<file path="src/rtl/afrc_pkg.sv">
// ----------------------------------------------------------------------------
// afrc_pkg
// Shared types and constants of the wideband O2 AFR conditioner.
// ----------------------------------------------------------------------------
package afrc_pkg;

  localparam int SAMPLES_PER_READING = 16;   // power of two: average is a shift
  localparam int ADC_BITS            = 12;

  localparam int AVG_SHIFT = $clog2(SAMPLES_PER_READING);
  localparam int SUM_W     = ADC_BITS + AVG_SHIFT;
  localparam int CNT_W     = $clog2(SAMPLES_PER_READING + 1);

  localparam int GAIN_W   = 24;
  localparam int CVG_W    = 16;
  localparam int AFR_W    = 16;
  localparam int ALPHA_W  = 9;
  localparam int CV_W     = 8;
  localparam int EMA_W    = AFR_W + 8;           // AFR x100 in Q8
  localparam int PROD_W   = ADC_BITS + GAIN_W;   // shared map / centivolt product
  localparam int EPROD_W  = ALPHA_W + EMA_W;     // EMA partial products

  localparam int CFG_IDX_W  = 3;
  localparam int CFG_DATA_W = 24;
  localparam int IN_DATA_W  = 16;
  localparam int OUT_DATA_W = 24;
  localparam int OUT_USER_W = 3;

  localparam logic [ALPHA_W-1:0] ALPHA_ONE = ALPHA_W'(256);

  typedef enum logic [CFG_IDX_W-1:0] {
    CFG_MAP_OFFSET  = 3'd0,
    CFG_MAP_GAIN    = 3'd1,
    CFG_MIN_AFR     = 3'd2,
    CFG_MAX_AFR     = 3'd3,
    CFG_FAULT_LOW   = 3'd4,
    CFG_FAULT_HIGH  = 3'd5,
    CFG_EMA_ALPHA   = 3'd6,
    CFG_CV_GAIN     = 3'd7
  } cfg_idx_t;

  typedef struct packed {
    logic [ADC_BITS-1:0] map_offset_code;
    logic [GAIN_W-1:0]   map_gain;
    logic [AFR_W-1:0]    min_afr_centi;
    logic [AFR_W-1:0]    max_afr_centi;
    logic [ADC_BITS-1:0] fault_low_code;
    logic [ADC_BITS-1:0] fault_high_code;
    logic [ALPHA_W-1:0]  ema_alpha;
    logic [CVG_W-1:0]    centivolt_gain;
  } cfg_t;

  typedef enum logic [2:0] {
    ST_IDLE,
    ST_CHECK,
    ST_MUL,
    ST_MAP,
    ST_EMA_A,
    ST_EMA_B,
    ST_EMA_SUM,
    ST_EMIT
  } state_t;

  typedef struct packed {
    logic accum;
    logic check;
    logic mul;
    logic map;
    logic ema_a;
    logic ema_b;
    logic ema_sum;
    logic emit;
  } cmd_t;

  typedef struct packed {
    logic last_sample;
    logic fault_now;
    logic flt;
    logic in_fault;
    logic out_free;
  } status_t;

endpackage

</file>
<file path="src/rtl/wideband_o2_afr_conditioner_top.sv">
// ----------------------------------------------------------------------------
// wideband_o2_afr_conditioner_top
// Oversampled ADC to AFR x100 conditioner with fault events and EMA smoothing.
// ----------------------------------------------------------------------------
// Mid-group samples are accepted one per cycle and give no item.
// The last sample of a group starts a sequence of one step per cycle, stalled only in the
// emit step while the output is full; a fault raise skips the map and EMA steps.
// Sample input is held off during that sequence and while the result waits.
// Synchronous reset clears the accumulator, fault and EMA state and loads
// register defaults; no clearing pass is needed.
module wideband_o2_afr_conditioner_top import afrc_pkg::*; (
  input  logic                  clk,
  input  logic                  rst,
  input  logic                  s_axis_tvalid,
  output logic                  s_axis_tready,
  input  logic [IN_DATA_W-1:0]  s_axis_tdata,   // [11:0] adc_sample
  output logic                  m_axis_tvalid,
  input  logic                  m_axis_tready,
  output logic [OUT_DATA_W-1:0] m_axis_tdata,   // [15:0] afr_centi, [23:16] fault_centivolts
  output logic [OUT_USER_W-1:0] m_axis_tuser,   // [0] data_valid, [1] fault_raised,
                                                // [2] fault_cleared
  input  logic                  cfg_valid,
  output logic                  cfg_ready,
  input  logic [CFG_IDX_W-1:0]  cfg_index,
  input  logic [CFG_DATA_W-1:0] cfg_data
);

  cfg_t    cfg;
  cmd_t    cmd;
  status_t st;

  afrc_cfg_regs u_cfg (
    .clk       (clk),
    .rst       (rst),
    .cfg_valid (cfg_valid),
    .cfg_ready (cfg_ready),
    .cfg_index (cfg_index),
    .cfg_data  (cfg_data),
    .cfg       (cfg)
  );

  afrc_ctrl u_ctrl (
    .clk           (clk),
    .rst           (rst),
    .s_axis_tvalid (s_axis_tvalid),
    .s_axis_tready (s_axis_tready),
    .st            (st),
    .cmd           (cmd)
  );

  afrc_dp u_dp (
    .clk           (clk),
    .rst           (rst),
    .cfg           (cfg),
    .cmd           (cmd),
    .st            (st),
    .sample        (s_axis_tdata[ADC_BITS-1:0]),
    .m_axis_tvalid (m_axis_tvalid),
    .m_axis_tready (m_axis_tready),
    .m_axis_tdata  (m_axis_tdata),
    .m_axis_tuser  (m_axis_tuser)
  );

endmodule

</file>
<file path="src/rtl/afrc_cfg_regs.sv">
// ----------------------------------------------------------------------------
// afrc_cfg_regs
// Configuration register file written through the index/data channel.
// ----------------------------------------------------------------------------
module afrc_cfg_regs import afrc_pkg::*; (
  input  logic                  clk,
  input  logic                  rst,
  input  logic                  cfg_valid,
  output logic                  cfg_ready,
  input  logic [CFG_IDX_W-1:0]  cfg_index,
  input  logic [CFG_DATA_W-1:0] cfg_data,
  output cfg_t                  cfg
);

  cfg_idx_t idx;

  assign cfg_ready = 1'b1;
  assign idx       = cfg_idx_t'(cfg_index);

  always_ff @(posedge clk) begin
    if (rst) begin
      cfg.map_offset_code <= '0;
      cfg.map_gain        <= GAIN_W'(21128);
      cfg.min_afr_centi   <= AFR_W'(1000);
      cfg.max_afr_centi   <= AFR_W'(2000);
      cfg.fault_low_code  <= ADC_BITS'(25);
      cfg.fault_high_code <= ADC_BITS'(4032);
      cfg.ema_alpha       <= ALPHA_ONE;
      cfg.centivolt_gain  <= CVG_W'(5281);
    end else if (cfg_valid) begin
      unique case (idx)
        CFG_MAP_OFFSET: cfg.map_offset_code <= cfg_data[ADC_BITS-1:0];
        CFG_MAP_GAIN:   cfg.map_gain        <= cfg_data[GAIN_W-1:0];
        CFG_MIN_AFR:    cfg.min_afr_centi   <= cfg_data[AFR_W-1:0];
        CFG_MAX_AFR:    cfg.max_afr_centi   <= cfg_data[AFR_W-1:0];
        CFG_FAULT_LOW:  cfg.fault_low_code  <= cfg_data[ADC_BITS-1:0];
        CFG_FAULT_HIGH: cfg.fault_high_code <= cfg_data[ADC_BITS-1:0];
        CFG_EMA_ALPHA:  cfg.ema_alpha       <= cfg_data[ALPHA_W-1:0];
        CFG_CV_GAIN:    cfg.centivolt_gain  <= cfg_data[CVG_W-1:0];
        default: ;
      endcase
    end
  end

endmodule

</file>
<file path="src/rtl/afrc_ctrl.sv">
// ----------------------------------------------------------------------------
// afrc_ctrl
// Sequencer: accepts samples and steps the datapath through a group end.
// ----------------------------------------------------------------------------
module afrc_ctrl import afrc_pkg::*; (
  input  logic    clk,
  input  logic    rst,
  input  logic    s_axis_tvalid,
  output logic    s_axis_tready,
  input  status_t st,
  output cmd_t    cmd
);

  state_t state, state_next;

  always_ff @(posedge clk) begin
    if (rst) begin
      state <= ST_IDLE;
    end else begin
      state <= state_next;
    end
  end

  always_comb begin
    state_next    = state;
    cmd           = '0;
    s_axis_tready = 1'b0;
    unique case (state)
      ST_IDLE: begin
        s_axis_tready = 1'b1;
        if (s_axis_tvalid) begin
          cmd.accum = 1'b1;
          if (st.last_sample) state_next = ST_CHECK;
        end
      end
      ST_CHECK: begin
        cmd.check = 1'b1;
        // stay silent while the fault persists
        if (st.fault_now && st.in_fault) state_next = ST_IDLE;
        else                             state_next = ST_MUL;
      end
      ST_MUL: begin
        cmd.mul    = 1'b1;
        state_next = st.flt ? ST_EMIT : ST_MAP;
      end
      ST_MAP: begin
        cmd.map    = 1'b1;
        state_next = ST_EMA_A;
      end
      ST_EMA_A: begin
        cmd.ema_a  = 1'b1;
        state_next = ST_EMA_B;
      end
      ST_EMA_B: begin
        cmd.ema_b  = 1'b1;
        state_next = ST_EMA_SUM;
      end
      ST_EMA_SUM: begin
        cmd.ema_sum = 1'b1;
        state_next  = ST_EMIT;
      end
      ST_EMIT: begin
        if (st.out_free) begin
          cmd.emit   = 1'b1;
          state_next = ST_IDLE;
        end
      end
      default: state_next = ST_IDLE;
    endcase
  end

endmodule

</file>
<file path="src/rtl/afrc_dp.sv">
// ----------------------------------------------------------------------------
// afrc_dp
// Datapath: sample accumulator, fault check, linear map, EMA, output register.
// ----------------------------------------------------------------------------
module afrc_dp import afrc_pkg::*; (
  input  logic                  clk,
  input  logic                  rst,
  input  cfg_t                  cfg,
  input  cmd_t                  cmd,
  output status_t               st,
  input  logic [ADC_BITS-1:0]   sample,
  output logic                  m_axis_tvalid,
  input  logic                  m_axis_tready,
  output logic [OUT_DATA_W-1:0] m_axis_tdata,
  output logic [OUT_USER_W-1:0] m_axis_tuser
);

  logic [CNT_W-1:0]    cnt;
  logic [SUM_W-1:0]    sum;
  logic [SUM_W-1:0]    sum_new;
  logic [ADC_BITS-1:0] avg;
  logic                flt;
  logic                in_fault;
  logic                fault_now;
  logic [PROD_W-1:0]   prod;
  logic [EMA_W-1:0]    x;
  logic [EPROD_W-1:0]  p1, p2;
  logic [EMA_W-1:0]    ema;
  logic                seeded;

  logic [EMA_W-1:0]    lo, hi;
  logic [PROD_W-8:0]   mapped;
  logic [ALPHA_W-1:0]  alpha, alpha_inv;
  logic [EMA_W-1:0]    ema_eff;
  logic [EPROD_W:0]    ema_acc;
  logic [EMA_W:0]      afr_rnd;
  logic [AFR_W-1:0]    afr;
  logic [CV_W-1:0]     cv;

  assign sum_new   = sum + SUM_W'(sample);
  assign fault_now = (avg < cfg.fault_low_code) || (avg > cfg.fault_high_code);

  assign lo     = {cfg.min_afr_centi, 8'd0};
  assign hi     = {cfg.max_afr_centi, 8'd0};
  // mapped never falls below lo; a max below min still clamps to max
  assign mapped = (PROD_W-7)'(lo) + (PROD_W-7)'(prod[PROD_W-1:8]);

  assign alpha     = (cfg.ema_alpha > ALPHA_ONE) ? ALPHA_ONE : cfg.ema_alpha;
  assign alpha_inv = ALPHA_ONE - alpha;
  assign ema_eff   = seeded ? ema : x;
  assign ema_acc   = (EPROD_W+1)'(p1) + (EPROD_W+1)'(p2) + (EPROD_W+1)'(128);

  assign afr_rnd = (EMA_W+1)'(ema) + (EMA_W+1)'(128);
  assign afr     = afr_rnd[EMA_W] ? '1 : afr_rnd[EMA_W-1:8];
  assign cv      = (|prod[PROD_W-1:16+CV_W]) ? '1 : prod[16+CV_W-1:16];

  assign st.last_sample = (cnt == CNT_W'(SAMPLES_PER_READING - 1));
  assign st.fault_now   = fault_now;
  assign st.flt         = flt;
  assign st.in_fault    = in_fault;
  assign st.out_free    = !m_axis_tvalid || m_axis_tready;

  always_ff @(posedge clk) begin
    if (rst) begin
      cnt <= '0;
      sum <= '0;
    end else if (cmd.accum) begin
      if (st.last_sample) begin
        cnt <= '0;
        sum <= '0;
      end else begin
        cnt <= cnt + CNT_W'(1);
        sum <= sum_new;
      end
    end
  end

  always_ff @(posedge clk) begin
    if (cmd.accum && st.last_sample) avg <= sum_new[SUM_W-1:AVG_SHIFT];
    if (cmd.check) flt <= fault_now;
    if (cmd.mul) begin
      if (flt)
        prod <= PROD_W'(avg * cfg.centivolt_gain);
      else if (avg > cfg.map_offset_code)
        prod <= PROD_W'((avg - cfg.map_offset_code) * cfg.map_gain);
      else
        prod <= '0;
    end
    if (cmd.map)   x  <= (mapped > (PROD_W-7)'(hi)) ? hi : mapped[EMA_W-1:0];
    if (cmd.ema_a) p1 <= EPROD_W'(alpha * x);
    if (cmd.ema_b) p2 <= EPROD_W'(alpha_inv * ema_eff);
    if (cmd.ema_sum) ema <= ema_acc[EMA_W+7:8];
  end

  always_ff @(posedge clk) begin
    if (rst) begin
      seeded <= 1'b0;
    end else if (cmd.ema_sum) begin
      seeded <= 1'b1;
    end
  end

  // output register; tuser = {fault_cleared, fault_raised, data_valid}
  always_ff @(posedge clk) begin
    if (rst) begin
      m_axis_tvalid <= 1'b0;
      in_fault      <= 1'b0;
    end else if (cmd.emit) begin
      m_axis_tvalid <= 1'b1;
      if (flt) begin
        m_axis_tdata <= {cv, AFR_W'(0)};
        m_axis_tuser <= 3'b010;
        in_fault     <= 1'b1;
      end else begin
        m_axis_tdata <= {CV_W'(0), afr};
        m_axis_tuser <= {in_fault, 2'b01};
        in_fault     <= 1'b0;
      end
    end else if (m_axis_tready) begin
      m_axis_tvalid <= 1'b0;
    end
  end

  a_kind_exclusive: assert property (@(posedge clk) disable iff (rst)
    m_axis_tvalid |-> !(m_axis_tuser[0] && m_axis_tuser[1]))
    else $error("reading and fault raise in one item");

  a_clear_with_reading: assert property (@(posedge clk) disable iff (rst)
    m_axis_tvalid && m_axis_tuser[2] |-> m_axis_tuser[0])
    else $error("fault clear without a reading");

  a_raise_zero_afr: assert property (@(posedge clk) disable iff (rst)
    m_axis_tvalid && m_axis_tuser[1] |-> m_axis_tdata[AFR_W-1:0] == '0)
    else $error("fault raise carries an AFR value");

  a_fault_track: assert property (@(posedge clk) disable iff (rst)
    cmd.emit |=> in_fault == $past(flt))
    else $error("fault state does not follow the emitted item");

endmodule

</file>
<file path="config.mk">
export PLATFORM = sky130hd
export DESIGN_NAME = wideband_o2_afr_conditioner_top
export DESIGN_NICKNAME = d
export VERILOG_FILES = /design/src/rtl/afrc_pkg.sv /design/src/rtl/wideband_o2_afr_conditioner_top.sv /design/src/rtl/afrc_cfg_regs.sv /design/src/rtl/afrc_ctrl.sv /design/src/rtl/afrc_dp.sv
export SDC_FILE = /design/constraint.sdc
export NUM_CORES = 2
export LEC_CHECK = 0
export BUFFER_PORTS_ARGS = -buffer_cell sky130_fd_sc_hd__buf_2
export CAP_MARGIN = 20
export CORE_ASPECT_RATIO = 0.8
export CORE_MARGIN = 2
export CORE_UTILIZATION = 25
export CTS_CLUSTER_DIAMETER = 150
export CTS_CLUSTER_SIZE = 30
export DETAILED_ROUTE_END_ITERATION = 7
export MAX_ROUTING_LAYER = met4
export SLEW_MARGIN = 30
export SYNTH_ARGS = -nofsm -noshare
export SYNTH_HDL_FRONTEND = slang
export SYNTH_HIERARCHICAL = 1
export SYNTH_SLANG_ARGS = --single-unit
</file>
<file path="constraint.sdc">
create_clock -name clk -period 9.3 [get_ports clk]
set_clock_uncertainty 0.15 [all_clocks]
set_input_delay 0.465 -clock clk [delete_from_list [all_inputs] [get_ports clk]]
set_output_delay 0.465 -clock clk [all_outputs]
set_load 0.01 [all_outputs]
</file>
Word level (Yosys, flattened, before mapping) --
Index checks and enable logic that the tools add are counted.
Storage, ports and cells: output and inout bits 30, word-level logic and storage cells 114, bits of input ports 48, flip-flop bits (word level) 332
Cells by class: multiplexer cells 30, $add $sub $neg 8, bitwise logic cells 2, reductions and logical operators 20, multipliers 4, magnitude comparators 5, equal/unequal tests 18
Operators by type and width (count):
- multiplier 9 x 24 -> 32 bit | 2
- two-way mux 28 bit | 2
- two-way mux 24 bit | 2
- multiplier 36 x 24 -> 36 bit | 1
- adder 32 bit | 1
- adder 32 x 8 -> 32 bit, second input constant | 1
- two-way mux 16 bit | 2
- adder 24 x 28 -> 29 bit | 1
- greater-than comparator 29 x 24 -> 1 bit | 1
- multiplier 12 x 16 -> 28 bit | 1
- adder 24 x 8 -> 25 bit, second input constant | 1
- equality test 3 bit, second input constant | 8
- greater-than comparator 12 bit | 2
- case mux 3 bit (8 select lines) | 1
- AND reduction 2 bit | 9
- adder 16 x 12 -> 16 bit | 1
- two-way mux 1 bit | 14
- subtractor 12 x 12 -> 13 bit | 1
- equality test 3 x 2 -> 1 bit, second input constant | 4
- < comparator 12 bit | 1
- two-way mux 3 bit | 4
- OR reduction 12 bit | 1
- greater-than comparator 9 bit, second input constant | 1
- two-way mux 9 bit | 1
- 17 further kinds | 24

Depth between registers and ports, before layout --
word-level depth 5, depth in mapped cells 34, depth with buffers taken out 31

Hierarchy --
Netlist, hierarchy kept.
By module, submodules not included:
- afrc_dp | cells an instance 4313, instances 1, area an instance 39810.7 um2, sequential area each 5885.6 um2
- afrc_cfg_regs | cells an instance 435, instances 1, area an instance 4667.0 um2, sequential area each 2342.2 um2
- afrc_ctrl | cells an instance 27, instances 1, area an instance 195.2 um2, sequential area each 60.1 um2

Worst setup path before layout --
Ideal clock, no wire load.
path type register to register, from register u_dp.avg[0], to register u_dp.prod[21] (data pin), data required time 8894 ps, data arrival time 7525 ps, period minus slack after synthesis 7931 ps, path slack 1369 ps, library setup time 256 ps, buffers on the path 3, stages on the path, launching flop included 33, path through edfxtp_1 > buf_2 > clkbuf_1 > inv_1 > ha_1 > nor2b_1 > o21ai_0 > a21oi_1 > o41ai_1 > o311ai_0 > a21oi_1 > xnor2_1 > clkbuf_1 > nand2_1 > fa_1 > fa_1 > inv_1 > fa_1 > fa_1 > fa_1 > inv_1 > fa_1 > inv_1 > ha_1 > a21o_1 > a21o_1 > a21oi_1 > o21ai_0 > o41ai_2 > a21oi_1 > a21oi_1 > xnor2_1 > a22o_1
On the way: longest elaborated chain between the ends 4, elaborated cells between the ends (all ways) 6, classes of those cells 1 x add/sub; 2 x mul; 1 x order compare; 2 x mux
RTL lines:
- start: declaration | line afrc_dp.sv:21 | logic [ADC_BITS-1:0] avg;
- start signal: assignment | line afrc_dp.sv:79 | if (cmd.accum && st.last_sample) avg <= sum_new[SUM_W-1:AVG_SHIFT];
- subtractor 12 x 12 -> 13 bit | line afrc_dp.sv:85 | prod <= PROD_W'((avg - cfg.map_offset_code) * cfg.map_gain);
- multiplier 36 x 24 -> 36 bit | line afrc_dp.sv:85
- two-way mux 28 bit | line afrc_dp.sv:84 | else if (avg > cfg.map_offset_code)
- two-way mux 28 bit * | line afrc_dp.sv:82 | if (flt)
- end signal: assignment | line afrc_dp.sv:83 | prod <= PROD_W'(avg * cfg.centivolt_gain);
- end signal: assignment | line afrc_dp.sv:85
- end: declaration | line afrc_dp.sv:25 | logic [PROD_W-1:0] prod;
Every way passes the cells marked *; elsewhere a longest branch is shown, timed or not. A chain may end at the register's enable or synchronous reset.

Final worst setup path --
from register, netlist name u_cfg/cfg[106], to register u_dp.prod[21] (data pin)
On the way: longest elaborated chain between the ends 4, elaborated cells between the ends (all ways) 5, classes of those cells 1 x add/sub; 1 x mul; 1 x order compare; 2 x mux
RTL lines (line):
- subtractor 12 x 12 -> 13 bit | afrc_dp.sv:85
- multiplier 36 x 24 -> 36 bit | afrc_dp.sv:85
- two-way mux 28 bit * | afrc_dp.sv:84
- two-way mux 28 bit * | afrc_dp.sv:82
Marks and branches as above.

==> results.sh <==
export IMPL_critPathLaunchType="flip-flop"
export IMPL_synth_edf_count=180
export IMPL_endpoint_kind="flip-flop"
export IMPL_p_seq_share_pct=39.0
export IMPL_status="completed"
export IMPL_critical_path_class="reg -> reg"
export IMPL_peakVddDrop_mv=0.128
export IMPL_die_w_um=477
export IMPL_setup_viol=0
export IMPL_critPathBufInv=4
export IMPL_syn_inst=4775
export IMPL_synth_flop_cell="edfxtp_1"
export IMPL_wl_mm=118
export IMPL_post_drt_via_cell_ratio=4.53
export IMPL_reg2reg_slack_ns=0.55
export IMPL_dpl_hpwl_mm=94.1
export IMPL_wl_per_cell_um=16.5
export IMPL_critPathArrivalTime_ns=8.93
export IMPL_start_util_pct=25.2
export IMPL_overflow=0
export IMPL_vias=32200
export IMPL_period_share_pct=94.1
export IMPL_dieHeight_um=382
export IMPL_slew_violations=0
export IMPL_cts_tree="yes"
export IMPL_drc=0
export IMPL_path_max_fanout=10
export IMPL_num_rows=138
export IMPL_drv_cap=0
export IMPL_nets=5866
export IMPL_worstMarginPinSlew_ns=1.00
export IMPL_p_comb_share_pct=37.0
export IMPL_track_usage_pct=13.4
export IMPL_synth_warning_count=6
export IMPL_core_sq_um=177000
export IMPL_p_int_w=0.00253
export IMPL_synth_area_sq_um=44700
export IMPL_antenna_left=0
export IMPL_ys_ff_latch=324
export IMPL_clockBufferDepth=3
export IMPL_numClockSinks=324
export IMPL_clkSlewWorstSetupHoldPaths_ns=0.12
export IMPL_cp_top_family="adder cells"
export IMPL_p_sw_w=0.00150
export IMPL_synth_cell_type_count=92
export IMPL_max_stage_delay_ns=0.67
export IMPL_cts_buffers=17
export IMPL_ctsRootBufferMaster="clkbuf_16"
export IMPL_setup_tns_ns=0
export IMPL_fmax_mhz=114
export IMPL_power_frac_clock_pct=24.0
export IMPL_grt_setup_unrepaired="false"
export IMPL_cp_slowest_cell="o41ai_1"
export IMPL_h_tree_depth=1
export IMPL_hold_viol=0
export IMPL_final_core_utilization_pct=27.3
export IMPL_place_inst=7078
export IMPL_synth_avg_cell_area_sq_um=9.36
export IMPL_gp_congestion=0.888
export IMPL_synth_top_area_cell="fa_1"
export IMPL_area_delta_synth_final_pct=8.38
export IMPL_grt_pass1_vias=33500
export IMPL_instances_no_fill=7115
export IMPL_syn_nets=5922
export IMPL_power_leakage_nw=22.1
export IMPL_die_area_sq_um=182000
export IMPL_synth_top_area_share_pct=31.0
export IMPL_slew_headroom_pct=32.9
export IMPL_hold_class="in -> reg"
export IMPL_antenna_found_initial=10
export IMPL_port_buffers=72
export IMPL_critPathRequiredTime_ns=9.48
export IMPL_grt_pass1_wl_mm=190
export IMPL_final_cell_mix="inv_1, fa_1, nand2_1"
export IMPL_grt_max_degree=95
export IMPL_p_per_area_nw_per_um2=83.2
export IMPL_drive_gt1_share_pct=5.37
export IMPL_min_period_ns=8.75
export IMPL_layout_commonest_cell="inv_1"
export IMPL_worst_skew_pair_late_latency_ns=0.61
export IMPL_yosysSeqAreaShare_pct=18.6
export IMPL_ioPinCount=78
export IMPL_p_sw_share_pct=37.2
export IMPL_crit_top_cell="fa_1"
export IMPL_ys_top_cells_by_area="fa_1, edfxtp_1, ha_1, inv_1, dfxtp_1"
export IMPL_drtIter0Drc=2212
export IMPL_ys_async_sr_fraction_pct=0
export IMPL_first_pass_iters=6
## flip-flops by register name (all words and copies together), names as in the netlist
signal,count
u_dp/in_fault,1
u_dp/m_axis_tdata,24
u_dp/cnt,5
u_dp/p2,32
u_dp/m_axis_tvalid,1
u_cfg/cfg,117
u_ctrl/state,3
u_dp/flt,1
u_dp/ema,24
u_dp/avg,12
u_dp/prod,28
u_dp/seeded,1
u_dp/m_axis_tuser,3
u_dp/p1,32
u_dp/sum,16
u_dp/x,24
## stage by stage
stage	setup slack [ns]	instance area [sq um]	hold slack, ns	power (W)
4_1_cts	0.633	48400	0.00566	0.00406
2_1_floorplan	1.37	44700	0.298	0.00266
5_1_grt	0.0444	48400	0.0269	0.00431
3_3_place_gp	0.672	47800	0.309	0.00306
3_5_place_dp	0.689	47800	0.318	0.00307
6_report	0.550	48400	0.0256	0.00403
## synthesized netlist by cell type, drive strengths merged, types with 8 or more instances
library cell  instances
a31oi                11
or2                  12
o21ai                71
xnor2               122
a2111oi               8
nand2               659
nor2b                71
dfxtp               144
or3                  13
clkbuf              168
mux2                 37
buf                  44
nor2                288
nand4                30
o21bai               19
a21oi               154
a211oi               21
o21a                 23
a21o                 61
xor2                 56
mux2i               143
edfxtp              180
and3                 14
nand3                38
nor3                 48
inv                 808
o22ai                10
and2                161
fa                  691
nand2b              164
ha                  408
## area by class of cell
type	instances	area (sq um)
clock buffer	23	448
multi-input combinational	3431	32700
sequential	324	8290
tap	2380	2980
clock inverter	7	116
antenna	5	12.5
fill	19000	129000
timing repair buffer	137	881
inverter	808	3030
## repair_timing
action	in CTS	in global routing
endpoints found under the hold margin	1	0
buffers inserted	0	0
resized for setup	0	0
hold buffers	1	0
## logic make-up (layout without fill, tap and decap cells)
group	Yosys count	count (layout)	synth area share [%]
buf+inv	1020	975	8.77
xor+xnor	178	178	3.52
simple gates	1531	1531	16.1
fa+ha+maj	1099	1099	42.4
flops	324	324	18.6
other cells	1	6	0.00839
compound gates	442	442	6.49
mux	180	180	4.15
## path summary, 6_finish.rpt
check	startpoint	depth (start not counted)	to
max	u_cfg/cfg[106]	29	u_dp/prod[21]
min	cfg_data[20]	3	u_cfg/cfg[101]
max reg2reg	u_cfg/cfg[106]	29	u_dp/prod[21]
min reg2reg	u_cfg/cfg[17]	2	u_cfg/cfg[17]
## tightest hold or removal path, cell delays in order
cell and delay (ns):
buf_2 0.11, nand2b_1 0.07, mux2i_1 0.06
## power groups by stage
stage	sequential, W	combinational [W]	clock (W)
after floorplan	0.00158	0.00107	0
after global placement	0.00160	0.00146	0
after detailed placement	0.00160	0.00147	0
after CTS	0.00157	0.00148	0.00101
after global routing	0.00157	0.00169	0.00104
final	0.00157	0.00149	0.000966
## layer usage
| layer | vias to the layer above | track usage [%] | wire, um |
|---|---|---|---|
| li1 | 14900 | - | - |
| met2 | 913 | 21.0 | 53500 |
| met3 | 143 | 2.57 | 8230 |
| met1 | 16300 | 17.8 | 52800 |
| met4 | 0 | 3.59 | 3260 |
| met5 | - | - | 0 |
(Power assumes the default switching activity.)
